[config.mk]
export PLATFORM = sky130hd
export DESIGN_NAME = sensor_array_minmax_normalizer
export DESIGN_NICKNAME = d
export VERILOG_FILES = /design/src/hw/rtl/samn_pkg.sv /design/src/hw/rtl/sensor_array_minmax_normalizer.sv
export SDC_FILE = /design/constraint.sdc
export NUM_CORES = 1
export LEC_CHECK = 0
export BUFFER_PORTS_ARGS = -buffer_cell sky130_fd_sc_hd__buf_4
export CORE_MARGIN = 2
export CORE_UTILIZATION = 38
export CTS_CLUSTER_DIAMETER = 60
export DETAILED_ROUTE_END_ITERATION = 8
export SLEW_MARGIN = 20
export SYNTH_ARGS = -nofsm -noshare
export SYNTH_HDL_FRONTEND = slang
export SYNTH_SLANG_ARGS = --single-unit
[constraint.sdc]
create_clock -name clock -period 6.49 [get_ports clock]
set_clock_uncertainty 0.2 [all_clocks]
set_input_delay 0.649 -clock clock [delete_from_list [all_inputs] [get_ports clock]]
set_output_delay 0.649 -clock clock [all_outputs]
set_load 0.02 [all_outputs]
[src/hw/rtl/samn_pkg.sv]
// Package for the sensor array min/max normalizer.
// Holds the op codes, the half-dark codes and the sequencer state type.
// No dependencies.
package samn_pkg;

   // Width of the op selector carried in tuser.
   localparam int OP_BITS = 2;

   // Operations carried with each input item.
   localparam logic [OP_BITS-1:0] OP_SEED      = 2'd0;
   localparam logic [OP_BITS-1:0] OP_CALIBRATE = 2'd1;
   localparam logic [OP_BITS-1:0] OP_MEASURE   = 2'd2;

   // Number of channels in each half that the half-dark flag looks at.
   localparam int HALF_SPAN = 4;

   // Codes of the half-dark result field.
   localparam int HALF_BITS = 2;
   localparam logic [HALF_BITS-1:0] HALF_NONE  = 2'd0;
   localparam logic [HALF_BITS-1:0] HALF_LEFT  = 2'd1;
   localparam logic [HALF_BITS-1:0] HALF_RIGHT = 2'd2;

   // Flag bits that follow the levels in the result item.
   localparam int FLAG_BITS = 3 + HALF_BITS;

   // Measure sequencer states.
   typedef enum logic [1:0] {
      ST_IDLE,
      ST_SETUP,
      ST_DIVIDE,
      ST_FINISH
   } state_type;

endpackage

[src/hw/rtl/sensor_array_minmax_normalizer.sv]
// Top level of the sensor array min/max normalizer: calibration registers,
// a shared bit-serial divider and the result register.
// Depends on samn_pkg.
//
// Usage:
//   Each input item on the req_ channel is one frame of CHANNELS raw samples
//   plus an op in req_tuser. Seed loads every channel's minimum and maximum
//   with the samples; calibrate widens them; both finish at the accepting
//   edge and give no result item. Op value 3 is dropped.
//   Measure gives one result item on the rsp_ channel: CHANNELS levels in
//   unsigned Q1.FRACTION_BITS, then all_dark, all_light, any_dark, half_dark.
//   Levels come from one restoring divider that makes one quotient bit a
//   cycle and serves the channels in turn: each channel has a setup step,
//   then the divide steps, one per quotient bit, or the setup step only when
//   its level is 0 or full. Once the last channel is done, the result goes
//   to the output register as soon as that register is free.
//   req_tready is high whenever the divider is idle, also while a result
//   still waits in the output register; a stalled receiver holds the next
//   measure in its finish step only. csr_wr_en writes dark_threshold, and the
//   user must see that it is used only while the block is idle; the block does not enforce this.
//   Reset sets each minimum to all ones, each maximum to zero, the
//   threshold to one half, and empties the output register.
module sensor_array_minmax_normalizer
   import samn_pkg::*;
#(
   parameter int CHANNELS      = 7,
   parameter int SAMPLE_BITS   = 10,
   parameter int FRACTION_BITS = 8
) (
   input  logic                                       clock,
   input  logic                                       reset,
   // Configuration: dark_threshold
   input  logic                                       csr_wr_en,
   input  logic [FRACTION_BITS:0]                     csr_wr_data,
   // Input items
   input  logic                                       req_tvalid,
   output logic                                       req_tready,
   // tdata: sample_0 .. sample_{CHANNELS-1}, then zero fill
   input  logic [((CHANNELS*SAMPLE_BITS+7)/8)*8-1:0]  req_tdata,
   // tuser: op
   input  logic [OP_BITS-1:0]                         req_tuser,
   // Result items
   output logic                                       rsp_tvalid,
   input  logic                                       rsp_tready,
   // tdata: level_0 .. level_{CHANNELS-1}, all_dark, all_light, any_dark,
   // half_dark, then zero fill
   output logic [((CHANNELS*(FRACTION_BITS+1)+FLAG_BITS+7)/8)*8-1:0] rsp_tdata
);

   localparam int LEVEL_BITS = FRACTION_BITS + 1;
   localparam int RSP_BITS   = ((CHANNELS*LEVEL_BITS+FLAG_BITS+7)/8)*8;
   localparam int FLAG_LSB   = CHANNELS*LEVEL_BITS;
   localparam int CH_BITS    = $clog2(CHANNELS);
   localparam int CNT_BITS   = $clog2(FRACTION_BITS+1);
   localparam logic [CH_BITS-1:0]    LAST_CH   = CH_BITS'(CHANNELS-1);
   localparam logic [LEVEL_BITS-1:0] LEVEL_ONE = LEVEL_BITS'(1) << FRACTION_BITS;
   localparam logic [LEVEL_BITS-1:0] THRESH_RESET = LEVEL_BITS'(1) << (FRACTION_BITS-1);
   localparam logic [CNT_BITS-1:0]   CNT_FULL  = CNT_BITS'(FRACTION_BITS);
   localparam logic [CNT_BITS-1:0]   CNT_LAST  = CNT_BITS'(1);

   // Registers and their next values
   state_type                state_ff, state_in;
   logic [CH_BITS-1:0]       ch_ff, ch_in;
   logic [SAMPLE_BITS-1:0]   rem_ff, rem_in;
   logic [SAMPLE_BITS-1:0]   div_ff, div_in;
   logic [FRACTION_BITS-1:0] quo_ff, quo_in;
   logic [CNT_BITS-1:0]      cnt_ff, cnt_in;
   logic [LEVEL_BITS-1:0]    thresh_ff, thresh_in;
   logic                     rsp_valid_ff, rsp_valid_in;
   logic [RSP_BITS-1:0]      rsp_data_ff, rsp_data_in;
   logic [SAMPLE_BITS-1:0]   min_ff [CHANNELS];
   logic [SAMPLE_BITS-1:0]   min_in [CHANNELS];
   logic [SAMPLE_BITS-1:0]   max_ff [CHANNELS];
   logic [SAMPLE_BITS-1:0]   max_in [CHANNELS];
   logic [SAMPLE_BITS-1:0]   sample_ff [CHANNELS];
   logic [LEVEL_BITS-1:0]    level_ff [CHANNELS];

   // Combinational helpers
   logic [SAMPLE_BITS-1:0]   req_sample [CHANNELS];
   logic                     req_accept;
   logic                     sample_load;
   logic                     lvl_we;
   logic [LEVEL_BITS-1:0]    lvl_wdata;
   logic                     chan_done;
   logic [SAMPLE_BITS-1:0]   cur_s, cur_lo, cur_hi;
   logic [SAMPLE_BITS:0]     rem_dbl, rem_diff;
   logic                     rem_ge;
   logic                     all_dark, all_light, any_dark, left_dark, right_dark;
   logic [HALF_BITS-1:0]     half_dark;

   // Unpack the input samples.
   always_comb begin
      for (int i = 0; i < CHANNELS; i++) begin
         req_sample[i] = req_tdata[i*SAMPLE_BITS +: SAMPLE_BITS];
      end
   end

   assign req_accept = req_tvalid && req_tready;

   // Currently served channel and one step of restoring division.
   assign cur_s    = sample_ff[ch_ff];
   assign cur_lo   = min_ff[ch_ff];
   assign cur_hi   = max_ff[ch_ff];
   assign rem_dbl  = {rem_ff, 1'b0};
   assign rem_diff = rem_dbl - {1'b0, div_ff};
   assign rem_ge   = (rem_dbl >= {1'b0, div_ff});

   // Threshold flags over all finished levels.
   always_comb begin
      all_dark   = 1'b1;
      all_light  = 1'b1;
      any_dark   = 1'b0;
      left_dark  = 1'b1;
      right_dark = 1'b1;
      for (int i = 0; i < CHANNELS; i++) begin
         if (level_ff[i] < thresh_ff) begin
            all_dark = 1'b0;
         end
         if (level_ff[i] > thresh_ff) begin
            all_light = 1'b0;
            any_dark  = 1'b1;
         end
         if (i < HALF_SPAN && !(level_ff[i] > thresh_ff)) begin
            left_dark = 1'b0;
         end
         if (i >= CHANNELS - HALF_SPAN && !(level_ff[i] > thresh_ff)) begin
            right_dark = 1'b0;
         end
      end
      if (left_dark) begin
         half_dark = HALF_LEFT;
      end else if (right_dark) begin
         half_dark = HALF_RIGHT;
      end else begin
         half_dark = HALF_NONE;
      end
   end

   // Next state and outputs of the sequencer.
   always_comb begin
      state_in     = state_ff;
      ch_in        = ch_ff;
      rem_in       = rem_ff;
      div_in       = div_ff;
      quo_in       = quo_ff;
      cnt_in       = cnt_ff;
      thresh_in    = csr_wr_en ? csr_wr_data : thresh_ff;
      rsp_valid_in = rsp_valid_ff && !rsp_tready;
      rsp_data_in  = rsp_data_ff;
      sample_load  = 1'b0;
      lvl_we       = 1'b0;
      lvl_wdata    = '0;
      chan_done    = 1'b0;
      req_tready   = 1'b0;
      for (int i = 0; i < CHANNELS; i++) begin
         min_in[i] = min_ff[i];
         max_in[i] = max_ff[i];
      end

      unique case (state_ff)
         ST_IDLE: begin
            req_tready = 1'b1;
            if (req_accept) begin
               unique case (req_tuser)
                  OP_SEED: begin
                     for (int i = 0; i < CHANNELS; i++) begin
                        min_in[i] = req_sample[i];
                        max_in[i] = req_sample[i];
                     end
                  end
                  OP_CALIBRATE: begin
                     for (int i = 0; i < CHANNELS; i++) begin
                        if (req_sample[i] > max_ff[i]) begin
                           max_in[i] = req_sample[i];
                        end
                        if (req_sample[i] < min_ff[i]) begin
                           min_in[i] = req_sample[i];
                        end
                     end
                  end
                  OP_MEASURE: begin
                     sample_load = 1'b1;
                     ch_in       = '0;
                     state_in    = ST_SETUP;
                  end
                  default: begin
                  end
               endcase
            end
         end
         ST_SETUP: begin
            // Empty range or sample at or below the minimum reads as 0, at or
            // past the maximum as full; only the rest goes through the divider.
            if (cur_hi <= cur_lo || cur_s <= cur_lo) begin
               lvl_we    = 1'b1;
               lvl_wdata = '0;
               chan_done = 1'b1;
            end else if (cur_s >= cur_hi) begin
               lvl_we    = 1'b1;
               lvl_wdata = LEVEL_ONE;
               chan_done = 1'b1;
            end else begin
               rem_in   = cur_s - cur_lo;
               div_in   = cur_hi - cur_lo;
               quo_in   = '0;
               cnt_in   = CNT_FULL;
               state_in = ST_DIVIDE;
            end
         end
         ST_DIVIDE: begin
            rem_in = rem_ge ? rem_diff[SAMPLE_BITS-1:0] : rem_dbl[SAMPLE_BITS-1:0];
            quo_in = {quo_ff[FRACTION_BITS-2:0], rem_ge};
            cnt_in = cnt_ff - CNT_LAST;
            if (cnt_ff == CNT_LAST) begin
               lvl_we    = 1'b1;
               lvl_wdata = {1'b0, quo_in};
               chan_done = 1'b1;
            end
         end
         ST_FINISH: begin
            if (!rsp_valid_ff || rsp_tready) begin
               rsp_data_in = '0;
               for (int i = 0; i < CHANNELS; i++) begin
                  rsp_data_in[i*LEVEL_BITS +: LEVEL_BITS] = level_ff[i];
               end
               rsp_data_in[FLAG_LSB]                   = all_dark;
               rsp_data_in[FLAG_LSB+1]                 = all_light;
               rsp_data_in[FLAG_LSB+2]                 = any_dark;
               rsp_data_in[FLAG_LSB+3 +: HALF_BITS]    = half_dark;
               rsp_valid_in = 1'b1;
               state_in     = ST_IDLE;
            end
         end
         default: begin
            state_in = ST_IDLE;
         end
      endcase

      // Move on to the next channel, or to the result once all are done.
      if (chan_done) begin
         if (ch_ff == LAST_CH) begin
            state_in = ST_FINISH;
         end else begin
            ch_in    = ch_ff + CH_BITS'(1);
            state_in = ST_SETUP;
         end
      end
   end

   // Control state, calibration and threshold registers.
   always_ff @(posedge clock) begin
      if (reset) begin
         state_ff     <= ST_IDLE;
         rsp_valid_ff <= 1'b0;
         thresh_ff    <= THRESH_RESET;
         for (int i = 0; i < CHANNELS; i++) begin
            min_ff[i] <= '1;
            max_ff[i] <= '0;
         end
      end else begin
         state_ff     <= state_in;
         rsp_valid_ff <= rsp_valid_in;
         thresh_ff    <= thresh_in;
         for (int i = 0; i < CHANNELS; i++) begin
            min_ff[i] <= min_in[i];
            max_ff[i] <= max_in[i];
         end
      end
   end

   // Datapath registers.
   always_ff @(posedge clock) begin
      ch_ff       <= ch_in;
      rem_ff      <= rem_in;
      div_ff      <= div_in;
      quo_ff      <= quo_in;
      cnt_ff      <= cnt_in;
      rsp_data_ff <= rsp_data_in;
      if (sample_load) begin
         for (int i = 0; i < CHANNELS; i++) begin
            sample_ff[i] <= req_sample[i];
         end
      end
      if (lvl_we) begin
         level_ff[ch_ff] <= lvl_wdata;
      end
   end

   assign rsp_tvalid = rsp_valid_ff;
   assign rsp_tdata  = rsp_data_ff;

   // The partial remainder stays below the divisor while dividing.
   assert property (@(posedge clock) disable iff (reset)
      state_ff == ST_DIVIDE |-> rem_ff < div_ff)
      else $error("remainder not below divisor during division");

   // A measure item always starts the sequencer at its setup step.
   assert property (@(posedge clock) disable iff (reset)
      req_accept && req_tuser == OP_MEASURE |=> state_ff == ST_SETUP && ch_ff == '0)
      else $error("measure item did not start the sequencer");

   // A level above the threshold rules out an all-light result.
   assert property (@(posedge clock) disable iff (reset)
      rsp_valid_ff && rsp_data_ff[FLAG_LSB+2] |-> !rsp_data_ff[FLAG_LSB+1])
      else $error("any_dark and all_light both set");

   // The half-dark code is one of its three meanings.
   assert property (@(posedge clock) disable iff (reset)
      rsp_valid_ff |-> rsp_data_ff[FLAG_LSB+3 +: HALF_BITS] != 2'd3)
      else $error("half_dark holds an unused code");

   // No level ever exceeds full scale.
   generate
      for (genvar g = 0; g < CHANNELS; g++) begin : g_level_chk
         assert property (@(posedge clock) disable iff (reset)
            rsp_valid_ff |-> rsp_data_ff[g*LEVEL_BITS +: LEVEL_BITS] <= LEVEL_ONE)
            else $error("level above full scale");
      end
   endgenerate

endmodule

==> results of run 1 <==
[cells by family after synthesis]
family	after synthesis
flops	387
simple gates	474
other cells	1
xor+xnor	23
fa+ha+maj	249
compound gates	410
buf+inv	288
mux	134
[synthesized netlist by cell type, types with 18 or more instances]
| library cell | n | area [um^2] |
|---|---|---|
| dfxtp_1 | 155 | 3100 |
| a22oi_1 | 25 | 188 |
| a21oi_1 | 84 | 420 |
| and2_1 | 25 | 156 |
| o211ai_1 | 19 | 143 |
| o21ai_0 | 67 | 335 |
| clkbuf_1 | 51 | 191 |
| nor2_1 | 161 | 604 |
| nor2b_1 | 27 | 169 |
| nor3_1 | 80 | 400 |
| nand2_1 | 80 | 300 |
| nand3_1 | 28 | 140 |
| edfxtp_1 | 232 | 6970 |
| a21o_1 | 44 | 330 |
| mux2i_1 | 121 | 1210 |
| ha_1 | 246 | 3080 |
| o21a_1 | 27 | 203 |
| inv_1 | 199 | 747 |
| a31oi_1 | 58 | 363 |
| nand4_1 | 18 | 113 |
[through the flow]
| stage | instances | worst slack, ps | utilization [%] | hold WS, ps |
|---|---|---|---|---|
| 2_1_floorplan | 1969 | 1570 | - | 226 |
| 3_3_place_gp | 2762 | 889 | 41.7 | 235 |
| 3_5_place_dp | 2762 | 816 | 41.7 | 247 |
| 4_1_cts | 2846 | 795 | 44.5 | 55.6 |
| 5_1_grt | 2846 | 413 | 44.6 | 68.2 |
| 6_report | 2846 | 809 | 44.6 | 79.7 |
[layout make-up]
class	instances	area, um^2
repair buffers	176	1320
well taps	704	881
flip-flops and latches	387	10100
fillers	5083	30400
clock inverters	29	342
clock buffers	55	1180
multi-input cells	1294	9920
inverters	201	754
[state kept, by name (all words and copies together), names as in the netlist, 3 cells and up]
register and cells:
rsp_tdata 68, cnt_ff 4, max_ff 70, quo_ff 7, ch_ff 3, div_ff 10
sample_ff 70, thresh_ff 9, min_ff 70, rem_ff 10, level_ff 63
[worst reg2reg max path: stages (launching register included)]
cell and delay, ps:
dfxtp_2 680, clkinv_1 320, nor2_1 610, a22oi_1 270
o221ai_1 380, ha_1 230, inv_1 60, fa_1 400
a21o_1 230, a221oi_2 380, or2_1 170, a211oi_2 80
a21oi_2 210, a21oi_2 220, nor2b_1 850
[final timing paths]
kind              slack [ps]  cells past startpoint                         to                      from
setup / recovery         810                     14   level_ff[5][4]$_DFFE_PP_          ch_ff[0]$_DFF_P_
hold / removal            80                      1  sample_ff[1][0]$_DFFE_PP_             req_tdata[10]
setup reg to reg         810                     14   level_ff[5][4]$_DFFE_PP_          ch_ff[0]$_DFF_P_
hold reg to reg          260                      0    rsp_tdata[49]$_DFFE_PP_  level_ff[5][4]$_DFFE_PP_
[routing by layer]
metal	track usage (%)	vias up	share of wire [%]
met5	0	-	0
met4	7.58	0	3.0
met3	2.77	103	5.0
met2	36.8	453	47
met1	30.1	7722	45
li1	-	7456	-
[power groups by stage]
| stage | clock (mW) | combinational [mW] | sequential, mW |
|---|---|---|---|
| 4_1_cts | 2.68 | 2.88 | 3.16 |
| 6_report | 2.63 | 2.92 | 3.16 |
| 3_3_place_gp | 0 | 2.78 | 3.21 |
| 2_1_floorplan | 0 | 2.10 | 3.10 |
| 3_5_place_dp | 0 | 2.86 | 3.21 |
| 5_1_grt | 2.79 | 3.25 | 3.18 |
==> flow_results.xml, run 1 <==
<?xml version="1.0" encoding="UTF-8"?>
<metrics>
  <group name="clocking">
    <metric name="holdBufCountCts" unit="">0</metric>
    <metric name="quantity_of_gates_resized_following_cts" unit="">0</metric>
    <metric name="htree_num_levels" unit="">2</metric>
    <metric name="tritoncts" unit="">done</metric>
    <metric name="numClockSinks" unit="">387</metric>
    <metric name="maximum_number_of_buffers_from_clock_root_to_sink" unit="">3</metric>
    <metric name="clock_network_latency_to_the_later_pin_of_the_worst_skew_pair" unit="ps">590</metric>
    <metric name="cts_setup_buffers" unit="">0</metric>
    <metric name="inserted_clock_buffers" unit="">45</metric>
    <metric name="cts_root_buffer" unit="">clkbuf_16</metric>
    <metric name="clk_pin_slew" unit="ps">60</metric>
  </group>
  <group name="detailed_routing">
    <metric name="drt-initial-drc-count" unit="">1420</metric>
    <metric name="detailroute.via_count" unit="">15700</metric>
    <metric name="route.detailed.drc" unit="">0</metric>
    <metric name="postRouteAntennaNets" unit="">0</metric>
    <metric name="via_per_inst" unit="">5.53</metric>
    <metric name="detailedRoute.firstPassIterationCount" unit="">5</metric>
    <metric name="detail_route.wl_per_cell" unit="um">22.5</metric>
    <metric name="wl" unit="um">64000</metric>
  </group>
  <group name="synthesis">
    <metric name="ys_ff_latch" unit="">387</metric>
    <metric name="synth_cell_types" unit="">79</metric>
    <metric name="synth_area_per_cell" unit="um^2">10.7</metric>
    <metric name="synthFlopType" unit="">edfxtp_1</metric>
    <metric name="synth-async-reset-ratio" unit="%">0</metric>
    <metric name="synthAdderAreaFrac" unit="%">14.9</metric>
    <metric name="post_synth_inst_count" unit="">1966</metric>
    <metric name="multiplexer_fraction_of_the_synthesized_cell_area" unit="%">6.83</metric>
    <metric name="synth_edf_count" unit="">232</metric>
    <metric name="synth.yosys.seq_area_share" unit="%">47.9</metric>
    <metric name="synth-warning-count" unit="">0</metric>
    <metric name="synth_xor_xnor_area_share" unit="%">0.957</metric>
    <metric name="post_synth_instance_area" unit="um^2">21000</metric>
    <metric name="synth_simple_gate_area_share" unit="%">10.8</metric>
    <metric name="synth_top_family_by_area" unit="">adder cells</metric>
    <metric name="synth_compound_gate_area_share" unit="%">13.1</metric>
  </group>
  <group name="critical_path">
    <metric name="critPathLaunchType" unit="">register</metric>
    <metric name="family_of_cells_with_the_greatest_summed_delay_on_the_critical_path" unit="">compound AO/OA/AOI/OAI gates</metric>
    <metric name="worst_path_largest_cell_delay" unit="ps">850</metric>
    <metric name="worstPathCellList" unit="">clkinv_1 &gt; nor2_1 &gt; a22oi_1 &gt; o221ai_1 &gt; ha_1 &gt; inv_1 &gt; fa_1 &gt; a21o_1 &gt; a221oi_2 &gt; or2_1 &gt; a211oi_2 &gt; a21oi_2 &gt; a21oi_2 &gt; nor2b_1</metric>
    <metric name="critical_path.max_fanout" unit="">23</metric>
    <metric name="critPathSlowestCell" unit="">nor2b_1</metric>
    <metric name="required_time_at_the_worst_slack_endpoint" unit="ps">6480</metric>
    <metric name="critPathArrivalTime" unit="ps">5670</metric>
    <metric name="most_frequent_cell_on_critical_path" unit="">a21oi_2</metric>
    <metric name="worst-setup-path-type" unit="">reg2reg</metric>
    <metric name="endpoint_kind" unit="">register</metric>
    <metric name="cp_num_buf_inv" unit="">2</metric>
  </group>
  <group name="timing">
    <metric name="worst_slew_pin_slew" unit="ps">1170</metric>
    <metric name="setup_viol" unit="">0</metric>
    <metric name="timing_hold_violations_final" unit="">0</metric>
    <metric name="time_the_worst_path_needs_with_i_o_delays_and_setup" unit="ps">5680</metric>
    <metric name="fin_setup_tns" unit="ps">0</metric>
    <metric name="rsz0062_at_grt" unit="">no</metric>
    <metric name="timing_max_transition_violations_final" unit="">0</metric>
    <metric name="fmax" unit="MHz">176</metric>
    <metric name="fin_crit_sh" unit="%">87.5</metric>
    <metric name="max-slew-margin-rel" unit="%">20.2</metric>
  </group>
  <group name="floorplanning">
    <metric name="die_height" unit="um">239</metric>
    <metric name="io-pin-count" unit="">162</metric>
    <metric name="floorplan.core_area" unit="um^2">54900</metric>
    <metric name="floorplan.initialDensity" unit="%">38.3</metric>
    <metric name="rows" unit="">86</metric>
    <metric name="die_width" unit="um">239</metric>
    <metric name="fp.dieArea" unit="um^2">57300</metric>
  </group>
  <group name="status">
    <metric name="run_status" unit="">completed</metric>
  </group>
  <group name="grt">
    <metric name="grt_antenna_before_repair" unit="">0</metric>
    <metric name="globalRouteOverflowTotal" unit="">0</metric>
    <metric name="grt_start_max_net_pins" unit="">69</metric>
    <metric name="grt_pass1_vias" unit="">15300</metric>
    <metric name="groute.usage.overall" unit="%">22.2</metric>
    <metric name="grt_pass1_wl" unit="um">95300</metric>
  </group>
  <group name="cells_and_area">
    <metric name="antenna_cells_inserted" unit="">0</metric>
    <metric name="area.growth.synth_to_final" unit="%">16.3</metric>
    <metric name="finalNetCount" unit="">2442</metric>
    <metric name="mostFrequentLayoutCell" unit="">ha_1</metric>
    <metric name="finish.instance_area" unit="um^2">24500</metric>
    <metric name="layout_common_cells" unit="">ha_1, edfxtp_1, inv_1</metric>
    <metric name="layout-drive-gt1-share" unit="%">14.2</metric>
  </group>
  <group name="placed_design">
    <metric name="instance_area_at_placement" unit="um^2">22900</metric>
    <metric name="globalplace.congestion" unit="">0.939</metric>
    <metric name="port-buffer-count" unit="">155</metric>
    <metric name="dp_hpwl" unit="um">48500</metric>
  </group>
  <group name="power">
    <metric name="clock_power_share" unit="%">30.2</metric>
    <metric name="total_power" unit="mW">8.71</metric>
    <metric name="power.leakage" unit="nW">10.4</metric>
    <metric name="total_switching_power" unit="mW">3.07</metric>
    <metric name="power.internal" unit="mW">5.65</metric>
    <metric name="power_per_cell_area" unit="nW/um^2">356</metric>
    <metric name="power_switching_share" unit="%">35.2</metric>
    <metric name="power_frac_comb" unit="%">33.6</metric>
    <metric name="seq_power_share" unit="%">36.3</metric>
    <metric name="ir_drop" unit="mV">0.202</metric>
  </group>
  <group name="worst_hold_path">
    <metric name="holdCritPathClass" unit="">in2reg</metric>
  </group>
  <group name="run">
    <metric name="drv_cap" unit="">0</metric>
  </group>
</metrics>
Power figures use the tool's default switching activity.
==> run 2, diff against run 1 <==
--- a/config.mk
+++ b/config.mk
@@ -8,6 +8,7 @@
 export BUFFER_PORTS_ARGS = -buffer_cell sky130_fd_sc_hd__buf_4
 export CORE_MARGIN = 2
 export CORE_UTILIZATION = 38
+export CTS_BUF_LIST = sky130_fd_sc_hd__clkbuf_16
 export CTS_CLUSTER_DIAMETER = 60
 export DETAILED_ROUTE_END_ITERATION = 8
 export SLEW_MARGIN = 20
==> run 2 against run 1 <==
Cell area hardly changed. Maximum frequency is 1.2% higher. Combinational power hardly changed. First-iteration DRC count is 5.1% higher. Sequential cell count stayed put. Total power is 0.42% lower. Wire length is 0.25% higher. Final cell count stayed put. Global-route usage hardly changed. Clock power is 2% lower. Via count is 0.43% higher. Count of clock-buffer cells in the layout is 10 lower. Critical endpoint is now level_ff[3][8]$_DFFE_PP_.
==> flow_results.xml, run 2 (synthesis gave the netlist of run 1 again) <==
<?xml version="1.0" encoding="UTF-8"?>
<metrics>
  <group name="timing">
    <metric name="max-slew-margin-rel" unit="%">17.1</metric>
    <metric name="worst_slew_pin_slew" unit="ps">1210</metric>
    <metric name="timing_hold_violations_final" unit="">0</metric>
    <metric name="rsz0062_at_grt" unit="">no</metric>
    <metric name="fmax" unit="MHz">178</metric>
    <metric name="fin_crit_sh" unit="%">86.5</metric>
    <metric name="fin_setup_tns" unit="ps">0</metric>
    <metric name="setup_viol" unit="">0</metric>
    <metric name="timing_max_transition_violations_final" unit="">0</metric>
    <metric name="layout_setup_ws" unit="ps">877</metric>
    <metric name="time_the_worst_path_needs_with_i_o_delays_and_setup" unit="ps">5610</metric>
  </group>
  <group name="power">
    <metric name="power.leakage" unit="nW">10.4</metric>
    <metric name="ir_drop" unit="mV">0.203</metric>
    <metric name="power_per_cell_area" unit="nW/um^2">355</metric>
  </group>
  <group name="detailed_routing">
    <metric name="drt-initial-drc-count" unit="">1493</metric>
    <metric name="detail_route.wl_per_cell" unit="um">22.5</metric>
    <metric name="postRouteAntennaNets" unit="">0</metric>
    <metric name="detailroute.via_count" unit="">15800</metric>
    <metric name="via_per_inst" unit="">5.55</metric>
    <metric name="detailedRoute.firstPassIterationCount" unit="">6</metric>
    <metric name="wl" unit="um">64200</metric>
    <metric name="route.detailed.drc" unit="">0</metric>
  </group>
  <group name="clocking">
    <metric name="tritoncts" unit="">done</metric>
    <metric name="numClockSinks" unit="">387</metric>
    <metric name="cts_setup_buffers" unit="">0</metric>
    <metric name="cts_root_buffer" unit="">clkbuf_16</metric>
    <metric name="htree_num_levels" unit="">2</metric>
    <metric name="quantity_of_gates_resized_following_cts" unit="">0</metric>
    <metric name="maximum_number_of_buffers_from_clock_root_to_sink" unit="">3</metric>
    <metric name="inserted_clock_buffers" unit="">45</metric>
    <metric name="clock_network_latency_to_the_later_pin_of_the_worst_skew_pair" unit="ps">590</metric>
    <metric name="holdBufCountCts" unit="">0</metric>
    <metric name="clk_pin_slew" unit="ps">60</metric>
  </group>
  <group name="critical_path">
    <metric name="reg2reg_depth" unit="">14</metric>
    <metric name="most_frequent_cell_on_critical_path" unit="">a21oi_2</metric>
    <metric name="critPathLaunchType" unit="">register</metric>
    <metric name="critical_path.max_fanout" unit="">23</metric>
    <metric name="worst_path_largest_cell_delay" unit="ps">830</metric>
    <metric name="required_time_at_the_worst_slack_endpoint" unit="ps">6480</metric>
    <metric name="endpoint_kind" unit="">register</metric>
    <metric name="critPathSlowestCell" unit="">nor2b_1</metric>
    <metric name="worst-setup-path-type" unit="">reg2reg</metric>
    <metric name="critPathArrivalTime" unit="ps">5600</metric>
    <metric name="worstPathCellList" unit="">clkinv_1 &gt; nor2_1 &gt; a22oi_1 &gt; o221ai_1 &gt; ha_1 &gt; inv_1 &gt; fa_1 &gt; a21o_1 &gt; a221oi_2 &gt; or2_1 &gt; a211oi_2 &gt; a21oi_2 &gt; a21oi_2 &gt; nor2b_1</metric>
  </group>
  <group name="floorplanning">
    <metric name="rows" unit="">86</metric>
    <metric name="floorplan.initialDensity" unit="%">38.3</metric>
    <metric name="die_height" unit="um">239</metric>
    <metric name="io-pin-count" unit="">162</metric>
    <metric name="die_width" unit="um">239</metric>
    <metric name="fp.dieArea" unit="um^2">57300</metric>
    <metric name="floorplan.core_area" unit="um^2">54900</metric>
  </group>
  <group name="grt">
    <metric name="groute.usage.overall" unit="%">22.2</metric>
    <metric name="groute.layer.met1.usage" unit="%">30.1</metric>
    <metric name="global_route.peak_usage_layer" unit="">met2</metric>
    <metric name="grt_pass1_vias" unit="">15300</metric>
    <metric name="grt_antenna_before_repair" unit="">0</metric>
    <metric name="globalRouteOverflowTotal" unit="">0</metric>
    <metric name="groute.layer.met2.usage" unit="%">36.8</metric>
    <metric name="grtUsageMet3" unit="%">2.77</metric>
    <metric name="grt_pass1_wl" unit="um">95300</metric>
    <metric name="grt_start_max_net_pins" unit="">69</metric>
  </group>
  <group name="worst_hold_path">
    <metric name="min_path_cells" unit="">1</metric>
    <metric name="holdCritPathClass" unit="">in2reg</metric>
  </group>
  <group name="cells_and_area">
    <metric name="antenna_cells_inserted" unit="">0</metric>
    <metric name="area.growth.synth_to_final" unit="%">16.2</metric>
    <metric name="layout-drive-gt1-share" unit="%">14.1</metric>
    <metric name="layout_top_registers" unit="">max_ff x70, min_ff x70, sample_ff x70</metric>
    <metric name="layout_common_cells" unit="">ha_1, edfxtp_1, inv_1</metric>
    <metric name="finalNetCount" unit="">2442</metric>
    <metric name="mostFrequentLayoutCell" unit="">ha_1</metric>
    <metric name="final_layout_fill_cell_count" unit="">5083</metric>
  </group>
  <group name="placed_design">
    <metric name="globalplace.congestion" unit="">0.939</metric>
    <metric name="dp_worst_setup_slack" unit="ps">816</metric>
    <metric name="dp_hpwl" unit="um">48500</metric>
    <metric name="port-buffer-count" unit="">155</metric>
  </group>
  <group name="status">
    <metric name="run_status" unit="">completed</metric>
  </group>
  <group name="run">
    <metric name="drv_cap" unit="">0</metric>
  </group>
</metrics>
[run 2: cell types whose count changed in the layout (fill, tap and decap cells not counted)]
| cell | before | now |
|---|---|---|
| clkbuf_1 | 8 | 0 |
| clkinv_1 | 3 | 5 |
| inv_1 | 198 | 206 |
| clkbuf_8 | 2 | 0 |
[run 2: worst paths after layout]
| check | slack (ps) | endpoint | from |
|---|---|---|---|
| setup / recovery | 880 | level_ff[3][8]$_DFFE_PP_ | ch_ff[0]$_DFF_P_ |
| hold / removal | 80 | sample_ff[1][0]$_DFFE_PP_ | req_tdata[10] |
| setup reg to reg | 880 | level_ff[3][8]$_DFFE_PP_ | ch_ff[0]$_DFF_P_ |
| hold reg to reg | 260 | rsp_tdata[49]$_DFFE_PP_ | level_ff[5][4]$_DFFE_PP_ |
[run 2: metal layers]
layer  part of all wire, %  wire length [um]
met1                    45             28700
met4                   3.1              1980
met3                   5.1              3250
met5                     0                 0
met2                    47             30300
[run 2: final cells by class]
| cell class | instances | area [um^2] | share of cell area (%) |
|---|---|---|---|
| Clock buffer | 45 | 1130 | 4.61 |
| Inverter | 201 | 754 | 3.09 |
| Clock inverter | 39 | 379 | 1.55 |
| Multi-Input combinational cell | 1294 | 9920 | 40.6 |
| Timing Repair Buffer | 176 | 1320 | 5.40 |
| Sequential cell | 387 | 10100 | 41.2 |
| Tap cell | 704 | 881 | 3.60 |
[run 2: metrics by stage]
| stage | util [%] | power, mW | hold WS, ps | cells | area (um^2) |
|---|---|---|---|---|---|
| global route | 44.6 | 9.17 | 68.0 | 2846 | 24500 |
| detailed placement | 41.7 | 6.07 | 247 | 2762 | 22900 |
| finish | 44.6 | 8.68 | 78.8 | 2846 | 24500 |
| floorplan | - | 5.20 | 226 | 1969 | 21100 |
| global placement | 41.7 | 5.99 | 235 | 2762 | 22900 |
| CTS | 44.5 | 8.68 | 55.4 | 2846 | 24400 |
[run 2: critical path, delay by kind of cell (launching register included)]
kind / cells / cell delay [ps]
AO/OA/AOI/OAI: 7 / 1730
AND/OR/NAND/NOR: 3 / 1580
flip-flops: 1 / 680
adder cells (fa/ha/maj): 2 / 620
buffers and inverters: 2 / 380
[run 2: report_power, final]
part / internal, mW / switching [mW] / total, mW
clock network: 1.52 / 1.07 / 2.59
registers: 2.94 / 0.222 / 3.16
logic: 1.15 / 1.77 / 2.92
==> run 3, diff against run 2 <==
==> constraint.sdc (replaced) <==
create_clock -name clock -period 7.05 [get_ports clock]
set_clock_uncertainty 0.2 [all_clocks]
set_input_delay 0.705 -clock clock [delete_from_list [all_inputs] [get_ports clock]]
set_output_delay 0.705 -clock clock [all_outputs]
set_load 0.02 [all_outputs]
==> run 3 against run 2 <==
Sequential power is 7.9% lower. Utilization is 0.059 points lower. Final cell count is 0.14% higher. Clock power is 11% lower. Critical path type unchanged. First-iteration DRC count is 9.2% lower. Maximum frequency is 3.7% lower. Setup slack better by 350 ps.
==> flow_results.xml, run 3 (synthesis gave the netlist of run 1 again) <==
<?xml version="1.0" encoding="UTF-8"?>
<metrics>
  <group name="floorplanning">
    <metric name="floorplan.initialDensity" unit="%">38.3</metric>
    <metric name="die_height" unit="um">239</metric>
    <metric name="rows" unit="">86</metric>
    <metric name="die_width" unit="um">239</metric>
    <metric name="io-pin-count" unit="">162</metric>
    <metric name="floorplan.core_area" unit="um^2">54900</metric>
    <metric name="fp.dieArea" unit="um^2">57300</metric>
  </group>
  <group name="power">
    <metric name="power_per_cell_area" unit="nW/um^2">325</metric>
    <metric name="seq_power_share" unit="%">36.8</metric>
    <metric name="total_switching_power" unit="mW">2.83</metric>
    <metric name="total_power" unit="mW">7.93</metric>
    <metric name="power_frac_comb" unit="%">34.2</metric>
    <metric name="ir_drop" unit="mV">0.168</metric>
    <metric name="clock_power_share" unit="%">29.1</metric>
    <metric name="power.internal" unit="mW">5.09</metric>
    <metric name="power_switching_share" unit="%">35.8</metric>
    <metric name="power.leakage" unit="nW">10.4</metric>
  </group>
  <group name="detailed_routing">
    <metric name="wl" unit="um">64200</metric>
    <metric name="detail_route.wl_per_cell" unit="um">22.5</metric>
    <metric name="detailedRoute.firstPassIterationCount" unit="">5</metric>
    <metric name="via_per_inst" unit="">5.54</metric>
    <metric name="drt-initial-drc-count" unit="">1355</metric>
    <metric name="route.detailed.drc" unit="">0</metric>
    <metric name="detailroute.via_count" unit="">15800</metric>
    <metric name="postRouteAntennaNets" unit="">0</metric>
  </group>
  <group name="grt">
    <metric name="grt_pass1_vias" unit="">15300</metric>
    <metric name="grt_pass1_wl" unit="um">95000</metric>
    <metric name="grt_start_max_net_pins" unit="">69</metric>
    <metric name="globalRouteOverflowTotal" unit="">0</metric>
    <metric name="grt_antenna_before_repair" unit="">1</metric>
    <metric name="groute.usage.overall" unit="%">22.3</metric>
  </group>
  <group name="critical_path">
    <metric name="critPathSlowestCell" unit="">nor2b_1</metric>
    <metric name="critPathLaunchType" unit="">register</metric>
    <metric name="family_of_cells_with_the_greatest_summed_delay_on_the_critical_path" unit="">compound AO/OA/AOI/OAI gates</metric>
    <metric name="endpoint_kind" unit="">register</metric>
    <metric name="worst_path_largest_cell_delay" unit="ps">850</metric>
    <metric name="worstPathCellList" unit="">buf_4 &gt; nor2_1 &gt; a21oi_1 &gt; nor2_1 &gt; a2111oi_0 &gt; inv_1 &gt; ha_1 &gt; and3_1 &gt; a221oi_2 &gt; or2_1 &gt; a211oi_2 &gt; a21oi_2 &gt; a21oi_2 &gt; nor2b_1</metric>
    <metric name="required_time_at_the_worst_slack_endpoint" unit="ps">7050</metric>
    <metric name="timing.critical_path.from" unit="">ch_ff[0]$_DFF_P_</metric>
    <metric name="worst-setup-path-type" unit="">reg2reg</metric>
    <metric name="worstReg2RegStart" unit="">ch_ff[0]$_DFF_P_</metric>
    <metric name="cp_num_buf_inv" unit="">2</metric>
    <metric name="critPathArrivalTime" unit="ps">5820</metric>
    <metric name="critical_path.max_fanout" unit="">31</metric>
  </group>
  <group name="clocking">
    <metric name="clk_pin_slew" unit="ps">60</metric>
    <metric name="maximum_number_of_buffers_from_clock_root_to_sink" unit="">3</metric>
    <metric name="holdBufCountCts" unit="">0</metric>
    <metric name="cts_setup_buffers" unit="">0</metric>
    <metric name="htree_num_levels" unit="">2</metric>
    <metric name="clock_network_latency_to_the_later_pin_of_the_worst_skew_pair" unit="ps">590</metric>
    <metric name="tritoncts" unit="">done</metric>
    <metric name="numClockSinks" unit="">387</metric>
    <metric name="cts_root_buffer" unit="">clkbuf_16</metric>
    <metric name="quantity_of_gates_resized_following_cts" unit="">0</metric>
    <metric name="inserted_clock_buffers" unit="">46</metric>
  </group>
  <group name="placed_design">
    <metric name="globalplace.congestion" unit="">0.946</metric>
    <metric name="dp_hpwl" unit="um">48600</metric>
    <metric name="port-buffer-count" unit="">155</metric>
    <metric name="instance_area_at_placement" unit="um^2">22900</metric>
  </group>
  <group name="timing">
    <metric name="time_the_worst_path_needs_with_i_o_delays_and_setup" unit="ps">5830</metric>
    <metric name="timing_hold_violations_final" unit="">0</metric>
    <metric name="setup_viol" unit="">0</metric>
    <metric name="fmax" unit="MHz">172</metric>
    <metric name="max-slew-margin-rel" unit="%">16.1</metric>
    <metric name="rsz0062_at_grt" unit="">no</metric>
    <metric name="fin_crit_sh" unit="%">82.6</metric>
    <metric name="fin_setup_tns" unit="ps">0</metric>
    <metric name="worst_slew_pin_slew" unit="ps">1230</metric>
    <metric name="timing_max_transition_violations_final" unit="">0</metric>
  </group>
  <group name="worst_hold_path">
    <metric name="holdCritPathClass" unit="">in2reg</metric>
    <metric name="hp-start" unit="">req_tdata[20]</metric>
  </group>
  <group name="cells_and_area">
    <metric name="mostFrequentLayoutCell" unit="">ha_1</metric>
    <metric name="antenna_cells_inserted" unit="">0</metric>
    <metric name="layout_top_registers" unit="">max_ff x70, min_ff x70, sample_ff x70</metric>
    <metric name="layout_common_cells" unit="">ha_1, edfxtp_1, inv_1</metric>
    <metric name="area.growth.synth_to_final" unit="%">16.1</metric>
    <metric name="layout-drive-gt1-share" unit="%">13.7</metric>
    <metric name="finish.instance_area" unit="um^2">24400</metric>
    <metric name="finalNetCount" unit="">2445</metric>
  </group>
  <group name="run">
    <metric name="drv_cap" unit="">0</metric>
  </group>
  <group name="status">
    <metric name="run_status" unit="">completed</metric>
  </group>
</metrics>
[run 3: worst register-to-register path, cell delays in order, from the launching register on]
cell	delay, ps
dfxtp_2	750
buf_4	530
nor2_1	220
a21oi_1	200
nor2_1	80
a2111oi_0	790
inv_1	150
ha_1	420
and3_1	220
a221oi_2	340
or2_1	170
a211oi_2	90
a21oi_2	210
a21oi_2	210
nor2b_1	850
[run 3: power by group through the flow]
| stage | clock network, mW | registers [mW] | logic [mW] |
|---|---|---|---|
| after detailed placement | 0 | 2.96 | 2.66 |
| after CTS | 2.34 | 2.91 | 2.68 |
| final | 2.30 | 2.91 | 2.71 |
| after global placement | 0 | 2.95 | 2.58 |
| after floorplan | 0 | 2.85 | 1.93 |
| after global routing | 2.43 | 2.93 | 3.01 |
[run 3: worst paths after layout]
path              slack (ps)  cells past startpoint                   endpoint
setup / recovery        1220                     14   level_ff[5][8]$_DFFE_PP_
hold reg to reg          260                      0     rsp_tdata[2]$_DFFE_PP_
hold / removal           140                      1  sample_ff[2][0]$_DFFE_PP_
setup reg to reg        1220                     14   level_ff[5][8]$_DFFE_PP_
[run 3: per-stage QoR]
step	hold WS, ps	cells	worst slack (ps)	util, %
3_5_place_dp	246	2764	1360	41.8
3_3_place_gp	238	2764	1240	41.7
4_1_cts	115	2850	1320	44.4
5_1_grt	124	2850	804	44.5
6_report	138	2850	1220	44.5
2_1_floorplan	226	1969	2130	-
[run 3: layout make-up]
class,instances,area [um^2]
Clock buffer,47,1180
Clock inverter,39,297
Fill cell,5128,30500
Inverter,201,754
Multi-Input combinational cell,1294,9900
Sequential cell,387,10100
Tap cell,704,881
Timing Repair Buffer,178,1340
[run 3: metal layers]
layer	up-vias	wire, um	global-route usage, %
met2	520	29700	36.4
met5	-	11	0
met3	114	4110	4.61
met1	7671	28000	29.0
li1	7471	-	-
met4	2	2410	8.30
